[config.mk]
export PLATFORM = sky130hd
export DESIGN_NAME = http_chunked_body_decoder_flat
export DESIGN_NICKNAME = d
export VERILOG_FILES = /design/src/rtl/hcbd_pkg.sv /design/src/rtl/hcbd_in_if.sv /design/src/rtl/hcbd_out_if.sv /design/src/rtl/http_chunked_body_decoder.sv /design/src/rtl/hcbd_step.sv /design/src/flat_wrapper.sv
export SDC_FILE = /design/constraint.sdc
export NUM_CORES = 1
export LEC_CHECK = 0
export BUFFER_PORTS_ARGS = -buffer_cell sky130_fd_sc_hd__buf_2
export CAP_MARGIN = 5
export CORE_ASPECT_RATIO = 2
export CORE_MARGIN = 2
export CORE_UTILIZATION = 30
export CTS_CLUSTER_SIZE = 40
export DETAILED_ROUTE_END_ITERATION = 8
export PLACE_DENSITY_LB_ADDON = 0.3
export SLEW_MARGIN = 20
export SYNTH_ARGS = -nofsm -noshare
export SYNTH_HDL_FRONTEND = slang
export SYNTH_SLANG_ARGS = --single-unit
[constraint.sdc]
create_clock -name clk_i -period 14.9 [get_ports clk_i]
set_input_delay 2.235 -clock clk_i [delete_from_list [all_inputs] [get_ports clk_i]]
set_output_delay 2.235 -clock clk_i [all_outputs]
set_load 0.03 [all_outputs]
[src/rtl/hcbd_pkg.sv]
package hcbd_pkg;

  // Decoder phases
  localparam logic [2:0] PH_SIZE    = 3'd0;
  localparam logic [2:0] PH_DATA    = 3'd1;
  localparam logic [2:0] PH_CRLF    = 3'd2;
  localparam logic [2:0] PH_TRAILER = 3'd3;
  localparam logic [2:0] PH_DONE    = 3'd4;
  localparam logic [2:0] PH_BAD     = 3'd5;
  localparam logic [2:0] PH_BIG     = 3'd6;
  localparam logic [2:0] PH_OVF     = 3'd7;

  // Body status codes
  localparam logic [2:0] ST_BUSY = 3'd0;
  localparam logic [2:0] ST_DONE = 3'd1;
  localparam logic [2:0] ST_BAD  = 3'd2;
  localparam logic [2:0] ST_BIG  = 3'd3;
  localparam logic [2:0] ST_OVF  = 3'd4;

  // Register indexes
  localparam logic [1:0] REG_BODY_MODE      = 2'd0;
  localparam logic [1:0] REG_CONTENT_LENGTH = 2'd1;
  localparam logic [1:0] REG_MAX_BODY_SIZE  = 2'd2;

  // Framing characters
  localparam logic [7:0] CHAR_CR   = 8'h0D;
  localparam logic [7:0] CHAR_LF   = 8'h0A;
  localparam logic [7:0] CHAR_SEMI = 8'h3B;

  localparam int unsigned TOTAL_W = 33;
  localparam logic [TOTAL_W-1:0] TOTAL_CAP = 33'h1_FFFF_FFFF;

  typedef struct packed {
    logic        body_mode;
    logic [31:0] content_length;
    logic [31:0] max_body_size;
  } cfg_t;

  typedef struct packed {
    logic digit_seen;
    logic in_extension;
    logic cr_pending;
    logic line_nonempty;
  } line_flags_t;

  typedef struct packed {
    logic       ok;
    logic [3:0] value;
  } hex_t;

  // Decode one ASCII hex digit
  function automatic hex_t hex_decode(input logic [7:0] c);
    hex_t h;
    h.ok    = 1'b1;
    h.value = 4'd0;
    case (c) inside
      [8'h30:8'h39]: h.value = 4'(c - 8'h30);
      [8'h61:8'h66]: h.value = 4'(c - 8'h57);
      [8'h41:8'h46]: h.value = 4'(c - 8'h37);
      default:       h.ok = 1'b0;
    endcase
    return h;
  endfunction

  // Map a phase to the reported status
  function automatic logic [2:0] status_of(input logic [2:0] ph);
    logic [2:0] st;
    case (ph)
      PH_DONE: st = ST_DONE;
      PH_BAD:  st = ST_BAD;
      PH_BIG:  st = ST_BIG;
      PH_OVF:  st = ST_OVF;
      default: st = ST_BUSY;
    endcase
    return st;
  endfunction

endpackage

[src/rtl/hcbd_in_if.sv]
interface hcbd_in_if;
  logic       valid;
  logic       ready;
  logic [7:0] data_byte;

  modport source (output valid, output data_byte, input ready);
  modport sink (input valid, input data_byte, output ready);
endinterface

[src/rtl/hcbd_out_if.sv]
interface hcbd_out_if;
  logic       valid;
  logic       ready;
  logic       payload_valid;
  logic [7:0] payload_byte;
  logic [2:0] body_status;

  modport source (output valid, output payload_valid, output payload_byte,
                  output body_status, input ready);
  modport sink (input valid, input payload_valid, input payload_byte,
                input body_status, output ready);
endinterface

[src/rtl/http_chunked_body_decoder.sv]
// A byte accepted into the input register passes through the decoder step and
// is then loaded into the result register, visible to the sink from there on.
// Throughput: one byte per clock while the sink takes results; the combinational
// update of the decoder state between the input and result registers sets this rate.
// Reset: asynchronous, clears the phase to the size line, the counters, the line
// flags, the valid flags of both pipeline registers and the configuration registers.
module http_chunked_body_decoder
  import hcbd_pkg::*;
#(
  parameter int unsigned SIZE_WIDTH = 32
) (
  input  logic        clk_i,
  input  logic        rst_ni,
  hcbd_in_if.sink     din_i,
  hcbd_out_if.source  dout_o,
  input  logic        cfg_we_i,
  input  logic [1:0]  cfg_idx_i,
  input  logic [31:0] cfg_data_i
);

  cfg_t                  cfg_q;
  logic                  in_valid_q;
  logic [7:0]            in_byte_q;
  logic [2:0]            phase_q, phase_d;
  logic [SIZE_WIDTH-1:0] rem_q, rem_d;
  logic [TOTAL_W-1:0]    total_q, total_d;
  line_flags_t           flags_q, flags_d;
  logic                  pay_valid_d;
  logic                  out_valid_q;
  logic                  out_pv_q;
  logic [7:0]            out_byte_q;
  logic [2:0]            out_status_q;
  logic                  out_free;
  logic                  advance;

  // Configuration writes
  always_ff @(posedge clk_i or negedge rst_ni) begin
    if (!rst_ni) begin
      cfg_q <= '0;
    end else if (cfg_we_i) begin
      case (cfg_idx_i)
        REG_BODY_MODE:      cfg_q.body_mode      <= cfg_data_i[0];
        REG_CONTENT_LENGTH: cfg_q.content_length <= cfg_data_i;
        REG_MAX_BODY_SIZE:  cfg_q.max_body_size  <= cfg_data_i;
        default: ;
      endcase
    end
  end

  // Handshake: the result register frees when empty or taken
  assign out_free    = !out_valid_q || dout_o.ready;
  assign advance     = in_valid_q && out_free;
  assign din_i.ready = !in_valid_q || advance;

  // Hold the input request
  always_ff @(posedge clk_i or negedge rst_ni) begin
    if (!rst_ni) begin
      in_valid_q <= 1'b0;
    end else if (din_i.ready) begin
      in_valid_q <= din_i.valid;
    end
  end

  always_ff @(posedge clk_i) begin
    if (din_i.ready && din_i.valid) in_byte_q <= din_i.data_byte;
  end

  hcbd_step #(
    .SIZE_WIDTH (SIZE_WIDTH)
  ) u_step (
    .cfg_i       (cfg_q),
    .phase_i     (phase_q),
    .rem_i       (rem_q),
    .total_i     (total_q),
    .flags_i     (flags_q),
    .byte_i      (in_byte_q),
    .phase_o     (phase_d),
    .rem_o       (rem_d),
    .total_o     (total_d),
    .flags_o     (flags_d),
    .pay_valid_o (pay_valid_d)
  );

  // Advance decoder state
  always_ff @(posedge clk_i or negedge rst_ni) begin
    if (!rst_ni) begin
      phase_q <= PH_SIZE;
      rem_q   <= '0;
      total_q <= '0;
      flags_q <= '0;
    end else if (advance) begin
      phase_q <= phase_d;
      rem_q   <= rem_d;
      total_q <= total_d;
      flags_q <= flags_d;
    end
  end

  // Load the result register
  always_ff @(posedge clk_i or negedge rst_ni) begin
    if (!rst_ni) begin
      out_valid_q <= 1'b0;
    end else if (out_free) begin
      out_valid_q <= in_valid_q;
    end
  end

  always_ff @(posedge clk_i) begin
    if (advance) begin
      out_pv_q     <= pay_valid_d;
      out_byte_q   <= pay_valid_d ? in_byte_q : 8'd0;
      out_status_q <= status_of(phase_d);
    end
  end

  assign dout_o.valid         = out_valid_q;
  assign dout_o.payload_valid = out_pv_q;
  assign dout_o.payload_byte  = out_byte_q;
  assign dout_o.body_status   = out_status_q;

endmodule

[src/rtl/hcbd_step.sv]
module hcbd_step
  import hcbd_pkg::*;
#(
  parameter int unsigned SIZE_WIDTH = 32
) (
  input  cfg_t                   cfg_i,
  input  logic [2:0]             phase_i,
  input  logic [SIZE_WIDTH-1:0]  rem_i,
  input  logic [TOTAL_W-1:0]     total_i,
  input  line_flags_t            flags_i,
  input  logic [7:0]             byte_i,
  output logic [2:0]             phase_o,
  output logic [SIZE_WIDTH-1:0]  rem_o,
  output logic [TOTAL_W-1:0]     total_o,
  output line_flags_t            flags_o,
  output logic                   pay_valid_o
);

  localparam int unsigned SUM_W = (SIZE_WIDTH > 33) ? SIZE_WIDTH + 1 : 34;

  hex_t                  hex;
  logic [SUM_W-1:0]      sum_w;
  logic [TOTAL_W-1:0]    total_sat;
  logic                  too_big;
  logic                  fix_big;
  logic                  fix_done_now;
  logic [TOTAL_W-1:0]    total_inc;
  logic                  fix_done_after;
  logic [SIZE_WIDTH-1:0] rem_dec;
  logic                  size_ovf;

  assign hex = hex_decode(byte_i);

  // Sum of chunk sizes, saturating at the cap
  assign sum_w     = SUM_W'(total_i) + SUM_W'(rem_i);
  assign total_sat = (sum_w > SUM_W'(TOTAL_CAP)) ? TOTAL_CAP : sum_w[TOTAL_W-1:0];
  assign too_big   = (cfg_i.max_body_size != 32'd0) &&
                     (total_sat > {1'b0, cfg_i.max_body_size});

  // Fixed length checks
  assign fix_big        = (cfg_i.max_body_size != 32'd0) &&
                          (cfg_i.content_length > cfg_i.max_body_size);
  assign fix_done_now   = total_i >= {1'b0, cfg_i.content_length};
  assign total_inc      = total_i + TOTAL_W'(1);
  assign fix_done_after = total_inc >= {1'b0, cfg_i.content_length};

  assign rem_dec  = rem_i - SIZE_WIDTH'(1);
  assign size_ovf = rem_i[SIZE_WIDTH-1 -: 4] != 4'd0;

  // Advance the decoder by one byte
  always_comb begin
    phase_o     = phase_i;
    rem_o       = rem_i;
    total_o     = total_i;
    flags_o     = flags_i;
    pay_valid_o = 1'b0;

    if (!phase_i[2]) begin
      if (cfg_i.body_mode) begin
        if (fix_big) begin
          phase_o = PH_BIG;
        end else if (fix_done_now) begin
          phase_o = PH_DONE;
        end else begin
          pay_valid_o = 1'b1;
          total_o     = total_inc;
          if (fix_done_after) phase_o = PH_DONE;
        end
      end else begin
        case (phase_i)
          PH_SIZE: begin
            if (flags_i.cr_pending && byte_i == CHAR_LF) begin
              // end of size line
              if (!flags_i.digit_seen) begin
                phase_o = PH_BAD;
              end else begin
                flags_o = '0;
                total_o = total_sat;
                if (rem_i == '0) phase_o = PH_TRAILER;
                else if (too_big) phase_o = PH_BIG;
                else phase_o = PH_DATA;
              end
            end else if (flags_i.cr_pending && !flags_i.in_extension) begin
              phase_o = PH_BAD;
            end else begin
              flags_o.cr_pending = 1'b0;
              if (byte_i == CHAR_CR) begin
                flags_o.cr_pending = 1'b1;
              end else if (flags_i.in_extension) begin
                flags_o.in_extension = 1'b1;
              end else if (byte_i == CHAR_SEMI) begin
                flags_o.in_extension = 1'b1;
              end else if (!hex.ok) begin
                phase_o = PH_BAD;
              end else if (size_ovf) begin
                phase_o = PH_OVF;
              end else begin
                rem_o              = {rem_i[SIZE_WIDTH-5:0], hex.value};
                flags_o.digit_seen = 1'b1;
              end
            end
          end
          PH_DATA: begin
            pay_valid_o = 1'b1;
            rem_o       = rem_dec;
            if (rem_dec == '0) begin
              phase_o            = PH_CRLF;
              flags_o.cr_pending = 1'b0;
            end
          end
          PH_CRLF: begin
            if (!flags_i.cr_pending) begin
              if (byte_i == CHAR_CR) flags_o.cr_pending = 1'b1;
              else phase_o = PH_BAD;
            end else if (byte_i == CHAR_LF) begin
              flags_o = '0;
              rem_o   = '0;
              phase_o = PH_SIZE;
            end else begin
              phase_o = PH_BAD;
            end
          end
          default: begin
            // trailer: drop lines until an empty one
            if (flags_i.cr_pending && byte_i == CHAR_LF) begin
              if (!flags_i.line_nonempty) phase_o = PH_DONE;
              flags_o.cr_pending    = 1'b0;
              flags_o.line_nonempty = 1'b0;
            end else begin
              if (flags_i.cr_pending) flags_o.line_nonempty = 1'b1;
              if (byte_i == CHAR_CR) begin
                flags_o.cr_pending = 1'b1;
              end else begin
                flags_o.cr_pending    = 1'b0;
                flags_o.line_nonempty = 1'b1;
              end
            end
          end
        endcase
      end
    end
  end

endmodule

[src/flat_wrapper.sv]
// flat-port wrapper written by rule: the top's interface ports become plain ports
module http_chunked_body_decoder_flat import hcbd_pkg::*;
#(
  parameter int unsigned SIZE_WIDTH = 32
)
  (clk_i, rst_ni, cfg_we_i, cfg_idx_i, cfg_data_i, din_i_valid, din_i_data_byte, din_i_ready, dout_o_valid, dout_o_payload_valid, dout_o_payload_byte, dout_o_body_status, dout_o_ready);
  hcbd_in_if din_i_i ();
  hcbd_out_if dout_o_i ();
  input  logic clk_i;
  input  logic rst_ni;
  input  logic cfg_we_i;
  input  logic [1:0] cfg_idx_i;
  input  logic [31:0] cfg_data_i;
  input wire logic [$bits(din_i_i.valid)-1:0] din_i_valid;
  input wire logic [$bits(din_i_i.data_byte)-1:0] din_i_data_byte;
  output wire logic [$bits(din_i_i.ready)-1:0] din_i_ready;
  output wire logic [$bits(dout_o_i.valid)-1:0] dout_o_valid;
  output wire logic [$bits(dout_o_i.payload_valid)-1:0] dout_o_payload_valid;
  output wire logic [$bits(dout_o_i.payload_byte)-1:0] dout_o_payload_byte;
  output wire logic [$bits(dout_o_i.body_status)-1:0] dout_o_body_status;
  input wire logic [$bits(dout_o_i.ready)-1:0] dout_o_ready;
  assign din_i_i.valid = din_i_valid;
  assign din_i_i.data_byte = din_i_data_byte;
  assign din_i_ready = din_i_i.ready;
  assign dout_o_valid = dout_o_i.valid;
  assign dout_o_payload_valid = dout_o_i.payload_valid;
  assign dout_o_payload_byte = dout_o_i.payload_byte;
  assign dout_o_body_status = dout_o_i.body_status;
  assign dout_o_i.ready = dout_o_ready;
  http_chunked_body_decoder #(.SIZE_WIDTH(SIZE_WIDTH)) u_core (.clk_i(clk_i), .rst_ni(rst_ni), .din_i(din_i_i), .dout_o(dout_o_i), .cfg_we_i(cfg_we_i), .cfg_idx_i(cfg_idx_i), .cfg_data_i(cfg_data_i));
endmodule
==> flow_summary.json, run 1 <==
{
  "firstDrtPassIters": 5,
  "areaGrowthSynthToFinish_pct": 10.46,
  "critPathCaptureType": "register",
  "initial_core_util": 0.3024,
  "ys_warnings": 0,
  "crit_path_start_kind": "register",
  "max-cap-violations": 0,
  "post-dp-hpwl_um": 33480,
  "die_ht_um": 307.0,
  "power.density_mw_per_mm2": 134.6,
  "slew_headroom": 0.3210,
  "timing.hold.worst.class": "reg -> reg",
  "timing_worst_slew_pin_value_ns": 1.009,
  "floorplan.die_area_mm2": 0.04775,
  "drc_errors": 0,
  "worst_skew_pair.late_latency_ns": 0.46,
  "timing.clock.skew_ns": 0.01747,
  "detail_route.iter0.violations": 799,
  "post_cts_buffers": 0,
  "grt_remaining_overflow": 0,
  "flip_flop_and_latch_count_after_synthesis": 159,
  "fin_setup_tns_ns": 0,
  "period_minus_slack_ns": 6.361,
  "cts_hold_buffers": 0,
  "floorplan.die.width_um": 155.5,
  "placement.io_buffers": 60,
  "antenna_cells_inserted": 0,
  "post-route-worst-setup-slack_ns": 8.539,
  "vias_per_cell": 5.532,
  "cts-root-buf": "sky130_fd_sc_hd__clkbuf_16",
  "worst_ir_drop_vdd_mv": 0.06404,
  "ctsResizeCount": 0,
  "clkTransAtPathRegs_ns": 0.07,
  "num_rows": 111,
  "drv_slew": 0,
  "gr-usage-all-layers": 0.1830,
  "clock_tree.htree_level_count": 4,
  "routedWlPerCell_um": 19.38,
  "multi_input_comb_area_mm2": 0.009014,
  "synth_sequential_area_ratio": 0.2961,
  "finalCritPeriodShare": 0.4269,
  "fmax_ghz": 0.1572,
  "synthesis.area_mm2": 0.01378,
  "critical_path_arrival_ns": 6.57,
  "postSynth.topFlopCell": "sky130_fd_sc_hd__dfrtp_1",
  "cell_leakage_power_nw": 6.943,
  "core-area_mm2": 0.04555,
  "cts_sinks": 159,
  "regArea_mm2": 0.004079,
  "grt_setup_unrepaired": "no",
  "synthesized_instance_count": 1632,
  "postSynthAreaPerCell_um2": 8.441,
  "finalSetupViolCount": 0,
  "design.final.nets": 1864,
  "hold_violations": 0,
  "post-place-ws_ns": 8.642,
  "ant_nets": 0,
  "via_count": 12320,
  "cts_tree": "built",
  "synth_fp_nets": 1847,
  "global_route_wire_length_before_repair_um": 68190,
  "setup_crit_path_kind": "reg -> reg",
  "wp_data_required_ns": 15.11,
  "clk_path_buf_depth": 2,
  "total_cts_buffers": 17,
  "finalWeightedCongestion": 0.8927,
  "antenna_found_initial": 1,
  "io_pins": 61,
  "vias_in_the_first_global_route": 12120,
  "synthDistinctLibCells": 79,
  "async_flop_share": 0.8742,
  "num-fill-cells": 4816,
  "worstPathMaxFanout": 33,
  "grt_start_max_net_pins": 84,
  "synth-edff-count": 20,
  "outcome": "finished clean",
  "layout_cell_share_with_drive_strength_beyond_1": 0.1197,
  "final.hold.worst_slack_ns": 0.4794,
  "finalWirelength_um": 43150
}
power by group:
| part | switching [mW] | internal [mW] |
|---|---|---|
| Sequential | 0.141 | 0.521 |
| Clock | 0.225 | 0.262 |
| Combinational | 0.552 | 0.347 |
logic make-up after synthesis:
kind of cell             Yosys count  synth area share
buffers and inverters            179           0.05050
AND/OR/NAND/NOR                  552            0.1979
flip-flops                       159            0.2961
adder cells (fa/ha/maj)          168            0.1531
AO/OA/AOI/OAI                    427            0.1949
multiplexers                      81           0.06549
XOR/XNOR                          66           0.04196
per-layer routing:
layer,part of all wire,GRT usage
met5,0.00030,0
met4,0.027,0.06486
met3,0.038,0.02128
met2,0.50,0.3183
met1,0.43,0.2321
critical path: stages (launching register included):
cell and delay (ns):
sky130_fd_sc_hd__dfrtp_1 0.49, sky130_fd_sc_hd__ha_1 0.43, sky130_fd_sc_hd__a21oi_1 0.20, sky130_fd_sc_hd__o21ai_0 0.15, sky130_fd_sc_hd__a2111oi_0 0.63, sky130_fd_sc_hd__o221ai_1 0.18
sky130_fd_sc_hd__o22a_1 0.36, sky130_fd_sc_hd__inv_1 0.09, sky130_fd_sc_hd__buf_4 0.31, sky130_fd_sc_hd__nand2_1 0.15, sky130_fd_sc_hd__ha_1 0.34, sky130_fd_sc_hd__nand4_1 0.24
sky130_fd_sc_hd__nor4_1 0.62, sky130_fd_sc_hd__nand2_1 0.13, sky130_fd_sc_hd__o21ai_0 0.19, sky130_fd_sc_hd__a21oi_1 0.09, sky130_fd_sc_hd__a311oi_1 0.46, sky130_fd_sc_hd__nor3b_1 0.19
sky130_fd_sc_hd__a311o_1 0.43, sky130_fd_sc_hd__nor2b_1 0.15, sky130_fd_sc_hd__mux2_4 0.27
final timing paths:
path	startpoint	to	slack (ns)	cells past startpoint
setup reg to reg	u_core.total_q[20]	u_core.dout_o.body_status[1]	8.54	20
setup / recovery	u_core.total_q[20]	u_core.dout_o.body_status[1]	8.54	20
hold / removal	u_core.in_valid_q	u_core.dout_o.valid	0.48	1
hold reg to reg	u_core.in_valid_q	u_core.dout_o.valid	0.48	1
min in group asynchronous	rst_ni	u_core.cfg_q[60]	1.81	1
max in group asynchronous	rst_ni	u_core.rem_q[23]	11.77	2
flip-flops by register name (all words and copies together) (netlist names):
name and cells:
u_core.cfg_q 65, u_core.total_q 33, u_core.rem_q 32, u_core.dout_o.payload_byte 8, u_core.in_byte_q 8, u_core.flags_q 4, u_core.dout_o.body_status 3, u_core.phase_q 3
u_core.dout_o.payload_valid 1, u_core.dout_o.valid 1, u_core.in_valid_q 1
cell usage in the layout (no fill, tap or decap), types with 7 or more instances in the layout:
master / synthesis / layout
sky130_fd_sc_hd__mux2i_1: 11 / 11
sky130_fd_sc_hd__buf_4: 0 / 12
sky130_fd_sc_hd__a21o_1: 20 / 20
sky130_fd_sc_hd__buf_2: 7 / 59
sky130_fd_sc_hd__nand2b_1: 19 / 19
sky130_fd_sc_hd__a21oi_1: 121 / 121
sky130_fd_sc_hd__nor4_1: 35 / 35
sky130_fd_sc_hd__a22oi_1: 12 / 12
sky130_fd_sc_hd__o21ai_0: 132 / 132
sky130_fd_sc_hd__clkbuf_16: 0 / 17
sky130_fd_sc_hd__nand2_1: 149 / 148
sky130_fd_sc_hd__a31oi_1: 11 / 11
sky130_fd_sc_hd__edfxtp_1: 20 / 20
sky130_fd_sc_hd__and3_1: 10 / 10
sky130_fd_sc_hd__o211ai_1: 15 / 15
sky130_fd_sc_hd__nor2b_1: 14 / 14
sky130_fd_sc_hd__a211oi_1: 15 / 14
sky130_fd_sc_hd__and2_1: 18 / 18
sky130_fd_sc_hd__nand3_1: 48 / 48
sky130_fd_sc_hd__mux2_2: 69 / 69
sky130_fd_sc_hd__o21bai_1: 7 / 7
sky130_fd_sc_hd__nor3_1: 46 / 45
sky130_fd_sc_hd__a221oi_1: 7 / 7
sky130_fd_sc_hd__nor2_1: 122 / 122
sky130_fd_sc_hd__xor2_1: 31 / 31
sky130_fd_sc_hd__o22ai_1: 8 / 8
sky130_fd_sc_hd__or3_1: 9 / 9
sky130_fd_sc_hd__dfrtp_1: 139 / 139
sky130_fd_sc_hd__nand4_1: 45 / 45
sky130_fd_sc_hd__ha_1: 167 / 167
sky130_fd_sc_hd__inv_1: 105 / 105
sky130_fd_sc_hd__or2_2: 9 / 9
sky130_fd_sc_hd__xnor2_1: 35 / 35
area by class of cell:
cell class                      instances  share of cell area
Timing Repair Buffer                   72             0.02606
Clock inverter                         14             0.01233
Sequential cell                       159              0.2680
Multi-Input combinational cell       1294              0.5923
Tap cell                              565             0.04646
Clock buffer                           18             0.02886
Inverter                              105             0.02590
cells in the mapped netlist (7+ instances only):
cell                         n  area share
sky130_fd_sc_hd__nor3_1     46       0.017
sky130_fd_sc_hd__nand2b_1   19      0.0086
sky130_fd_sc_hd__nor2_1    122       0.033
sky130_fd_sc_hd__buf_2       7      0.0025
sky130_fd_sc_hd__o21bai_1    7      0.0038
sky130_fd_sc_hd__o22ai_1     8      0.0036
sky130_fd_sc_hd__nand3_1    48       0.017
sky130_fd_sc_hd__dfrtp_1   139        0.25
sky130_fd_sc_hd__a21o_1     20       0.011
sky130_fd_sc_hd__and3_1     10      0.0045
sky130_fd_sc_hd__a21oi_1   121       0.044
sky130_fd_sc_hd__clkbuf_1   59       0.016
sky130_fd_sc_hd__o21ai_0   132       0.048
sky130_fd_sc_hd__nor2b_1    14      0.0064
sky130_fd_sc_hd__mux2_2     69       0.056
sky130_fd_sc_hd__xor2_1     31       0.020
sky130_fd_sc_hd__a22oi_1    12      0.0065
sky130_fd_sc_hd__and2_1     18      0.0082
sky130_fd_sc_hd__xnor2_1    35       0.022
sky130_fd_sc_hd__nand2_1   149       0.041
sky130_fd_sc_hd__a31oi_1    11      0.0050
sky130_fd_sc_hd__nand4_1    45       0.020
sky130_fd_sc_hd__ha_1      167        0.15
sky130_fd_sc_hd__edfxtp_1   20       0.044
sky130_fd_sc_hd__a221oi_1    7      0.0045
sky130_fd_sc_hd__or2_2       9      0.0041
sky130_fd_sc_hd__o211ai_1   15      0.0082
sky130_fd_sc_hd__mux2i_1    11      0.0080
sky130_fd_sc_hd__a211oi_1   15      0.0082
sky130_fd_sc_hd__nor4_1     35       0.016
sky130_fd_sc_hd__or3_1       9      0.0041
sky130_fd_sc_hd__inv_1     105       0.029
stage by stage:
| step | power, mW | util | instances | instance area, um^2 |
|---|---|---|---|---|
| floorplan | 1.293 | - | 1632 | 13780 |
| global placement | 1.556 | 0.3202 | 2195 | 14590 |
| finish | 2.048 | 0.3340 | 2227 | 15220 |
| CTS | 2.058 | 0.3340 | 2227 | 15210 |
| global route | 2.197 | 0.3340 | 2227 | 15220 |
| detailed placement | 1.561 | 0.3202 | 2195 | 14590 |
(Power assumes the default switching activity.)
==> run 2, diff against run 1 <==
- ABC_AREA: unset -> 1
- clock period: 14.9 -> 5.4 ns (I/O delays scaled with it)
==> run 2 against run 1 <==
Area after synthesis decreased by 0.25%. Combinational power decreased by 8.1%. Worst setup slack got worse by 8.1 ns. Clock skew increased by 0.0029 ns. Hold slack got worse by 0.011 ns. Final cell count increased by 14%. Critical endpoint unchanged. Highest routed layer is now met4.
==> flow_summary.json, run 2 <==
{
  "fraction_of_synthesized_cell_area_taken_by_the_top_area_cell_type": 0.2531,
  "design.final.nets": 2186,
  "grt_start_max_net_pins": 96,
  "areaGrowthSynthToFinish_pct": 12.36,
  "power.density_mw_per_mm2": 232.0,
  "vias_in_the_first_global_route": 12590,
  "finalSetupViolCount": 0,
  "grt_setup_unrepaired": "no",
  "placed_area_mm2": 0.01479,
  "routedWlPerCell_um": 17.27,
  "detail_route.iter0.violations": 817,
  "post-dp-hpwl_um": 34870,
  "worst_ir_drop_vdd_mv": 0.1832,
  "critical_path.reg2reg.startpoint": "u_core.rem_q[0]",
  "critPathMaxStageDelay_ns": 0.43,
  "largest_registers": "u_core.cfg_q x65, u_core.total_q x33, u_core.rem_q x32",
  "initial_core_util": 0.3017,
  "period_minus_slack_ns": 4.936,
  "synthTopCellsByArea": "sky130_fd_sc_hd__dfrtp_1 25%, sky130_fd_sc_hd__ha_1 15%, sky130_fd_sc_hd__nand2_1 12%",
  "drc_errors": 0,
  "wp_data_required_ns": 5.61,
  "clock_tree.htree_level_count": 4,
  "critical_path.most_common_cell": "sky130_fd_sc_hd__nand2_1",
  "timing_worst_slew_pin_value_ns": 0.9943,
  "synth-edff-count": 20,
  "core-area_mm2": 0.04555,
  "synth_sequential_area_ratio": 0.2968,
  "slew_headroom": 0.3371,
  "max-cap-violations": 0,
  "cts_sinks": 159,
  "crit_path_start_kind": "register",
  "grt_remaining_overflow": 0,
  "global_route_wire_length_before_repair_um": 69130,
  "die_ht_um": 306.7,
  "cell_leakage_power_nw": 7.337,
  "io_pins": 61,
  "finalCritPeriodShare": 0.9141,
  "post_cts_buffers": 0,
  "finalWeightedCongestion": 0.9162,
  "critical-path-slowest-cell": "sky130_fd_sc_hd__dfrtp_1",
  "synthDominantAreaCellType": "sky130_fd_sc_hd__dfrtp_1",
  "layout_cell_share_with_drive_strength_beyond_1": 0.08775,
  "layout_common_cells": "425 x sky130_fd_sc_hd__nand2_1, 269 x sky130_fd_sc_hd__inv_1, 178 x sky130_fd_sc_hd__o21ai_0",
  "timing.clock.skew_ns": 0.02037,
  "cts-root-buf": "sky130_fd_sc_hd__clkbuf_16",
  "total_cts_buffers": 17,
  "postSynth.topFlopCell": "sky130_fd_sc_hd__dfrtp_1",
  "critical_path_arrival_ns": 5.15,
  "firstDrtPassIters": 6,
  "antenna_found_initial": 0,
  "timing.hold.worst.class": "in -> async",
  "postLayoutCellArea_mm2": 0.01544,
  "async_flop_share": 0.8742,
  "largest_register_ff_count": 65,
  "cts_hold_buffers": 0,
  "num_rows": 111,
  "critPathCaptureType": "register",
  "clk_path_buf_depth": 2,
  "floorplan.die.width_um": 155.3,
  "synthesis.area_mm2": 0.01374,
  "gr-usage-all-layers": 0.1867,
  "setup_crit_path_kind": "reg -> reg",
  "via_count": 12830,
  "synth_fp_nets": 2119,
  "clkTransAtPathRegs_ns": 0.08,
  "critPathLaunch": "u_core.rem_q[0]",
  "ant_nets": 0,
  "synth_common_cells": "425 x sky130_fd_sc_hd__nand2_1, 269 x sky130_fd_sc_hd__inv_1, 178 x sky130_fd_sc_hd__o21ai_0",
  "most_flop_heavy_register": "u_core.cfg_q",
  "cts_tree": "built",
  "layout_commonest_cell": "sky130_fd_sc_hd__nand2_1",
  "floorplan.die_area_mm2": 0.04764,
  "synthesized_instance_count": 1904,
  "post-synth-top-count-cell": "sky130_fd_sc_hd__nand2_1",
  "synthDistinctLibCells": 60,
  "ys_warnings": 0,
  "drv_slew": 0,
  "worst_skew_pair.late_latency_ns": 0.47,
  "worstPathMaxFanout": 5,
  "hold_violations": 0,
  "fmax_ghz": 0.2026,
  "antenna_cells_inserted": 0,
  "finalWirelength_um": 44010,
  "outcome": "finished clean",
  "postSynthAreaPerCell_um2": 7.217,
  "final_util": 0.3390,
  "flip_flop_and_latch_count_after_synthesis": 159,
  "fin_setup_tns_ns": 0,
  "placement.io_buffers": 60,
  "vias_per_cell": 5.033
}
## run 2: cell count changes after synthesis, sizes merged, moves of 17 or more
cell    before  now
nor4        35   16
nor2       122  173
xor2        31   51
clkbuf      59   27
o21ai      133  191
a21o        20    1
and2        18    1
mux2        70    0
nand2      149  433
inv        105  272
nand2b      19    0
## run 2: final timing paths
| check | slack (ns) | cells after the start | to |
|---|---|---|---|
| min reg2reg | 0.49 | 2 | u_core.cfg_q[15] |
| min | 0.47 | 1 | u_core.cfg_q[57] |
| min in group clk_i | 0.49 | 2 | u_core.cfg_q[15] |
| max | 0.46 | 34 | u_core.dout_o.body_status[1] |
| max in group asynchronous | 3.81 | 2 | u_core.cfg_q[17] |
| max reg2reg | 0.46 | 34 | u_core.dout_o.body_status[1] |
## run 2: what timing repair did
item                       in CTS  in global routing
hold endpoints to repair        0                  0
setup endpoints to repair       0                  5
resized for setup               0                  6
## run 2: final cells by class
cell class,count,area [um^2]
Fill cell,5004,30110
Multi-Input combinational cell,1433,8494
Sequential cell,159,4079
Inverter,274,1028
Tap cell,565,706.9
Timing Repair Buffer,86,514.2
Clock buffer,17,425.4
Clock inverter,14,192.7
## run 2: power by group
part | switching (mW) | internal [mW] | leakage [nW]
clock | 0.612 | 0.746 | 0.307
sequential | 0.0815 | 1.32 | 1.80
combinational | 0.535 | 0.291 | 5.23
total | 1.23 | 2.35 | 7.34
## run 2: worst max-delay path: cells and delay by family (launching register included)
kind / cells / cell delay (ns)
AO/OA/AOI/OAI: 7 / 1.25
XOR/XNOR: 1 / 0.15
adder cells (fa/ha/maj): 3 / 0.94
buffers and inverters: 3 / 0.23
flip-flops: 1 / 0.43
AND/OR/NAND/NOR: 20 / 1.70
## run 2: metrics by stage
stage | setup WS, ns | power [mW] | std cells | hold slack, ns
after floorplan | 1.291 | 1.961 | 1904 | 0.4530
after global routing | 0.00003597 | 3.787 | 2548 | 0.5076
after global placement | 0.4279 | 2.236 | 2517 | 0.4679
after detailed placement | 0.3080 | 2.243 | 2517 | 0.4727
after CTS | 0.2702 | 3.612 | 2548 | 0.4912
final | 0.4641 | 3.583 | 2548 | 0.4686
## run 2: cell families (layout without fill, tap and decap cells)
| group | count (synthesis) | after routing | share of synthesized area |
|---|---|---|---|
| xor gates and xnor gates | 71 | 71 | 0.04525 |
| AOI/OAI and AO/OA | 405 | 405 | 0.1618 |
| and+or+nand+nor | 789 | 789 | 0.2547 |
| DFF | 159 | 159 | 0.2968 |
| adders and majority gates | 168 | 168 | 0.1535 |
| buffers and inverters | 312 | 391 | 0.08795 |
## run 2: layer usage
| layer | track usage | share of wire | vias to the layer above |
|---|---|---|---|
| li1 | - | - | 6537 |
| met1 | 0.2286 | 0.43 | 5920 |
| met2 | 0.3257 | 0.49 | 293 |
| met3 | 0.02424 | 0.038 | 75 |
| met4 | 0.08108 | 0.041 | 0 |
| met5 | 0 | 0 | - |
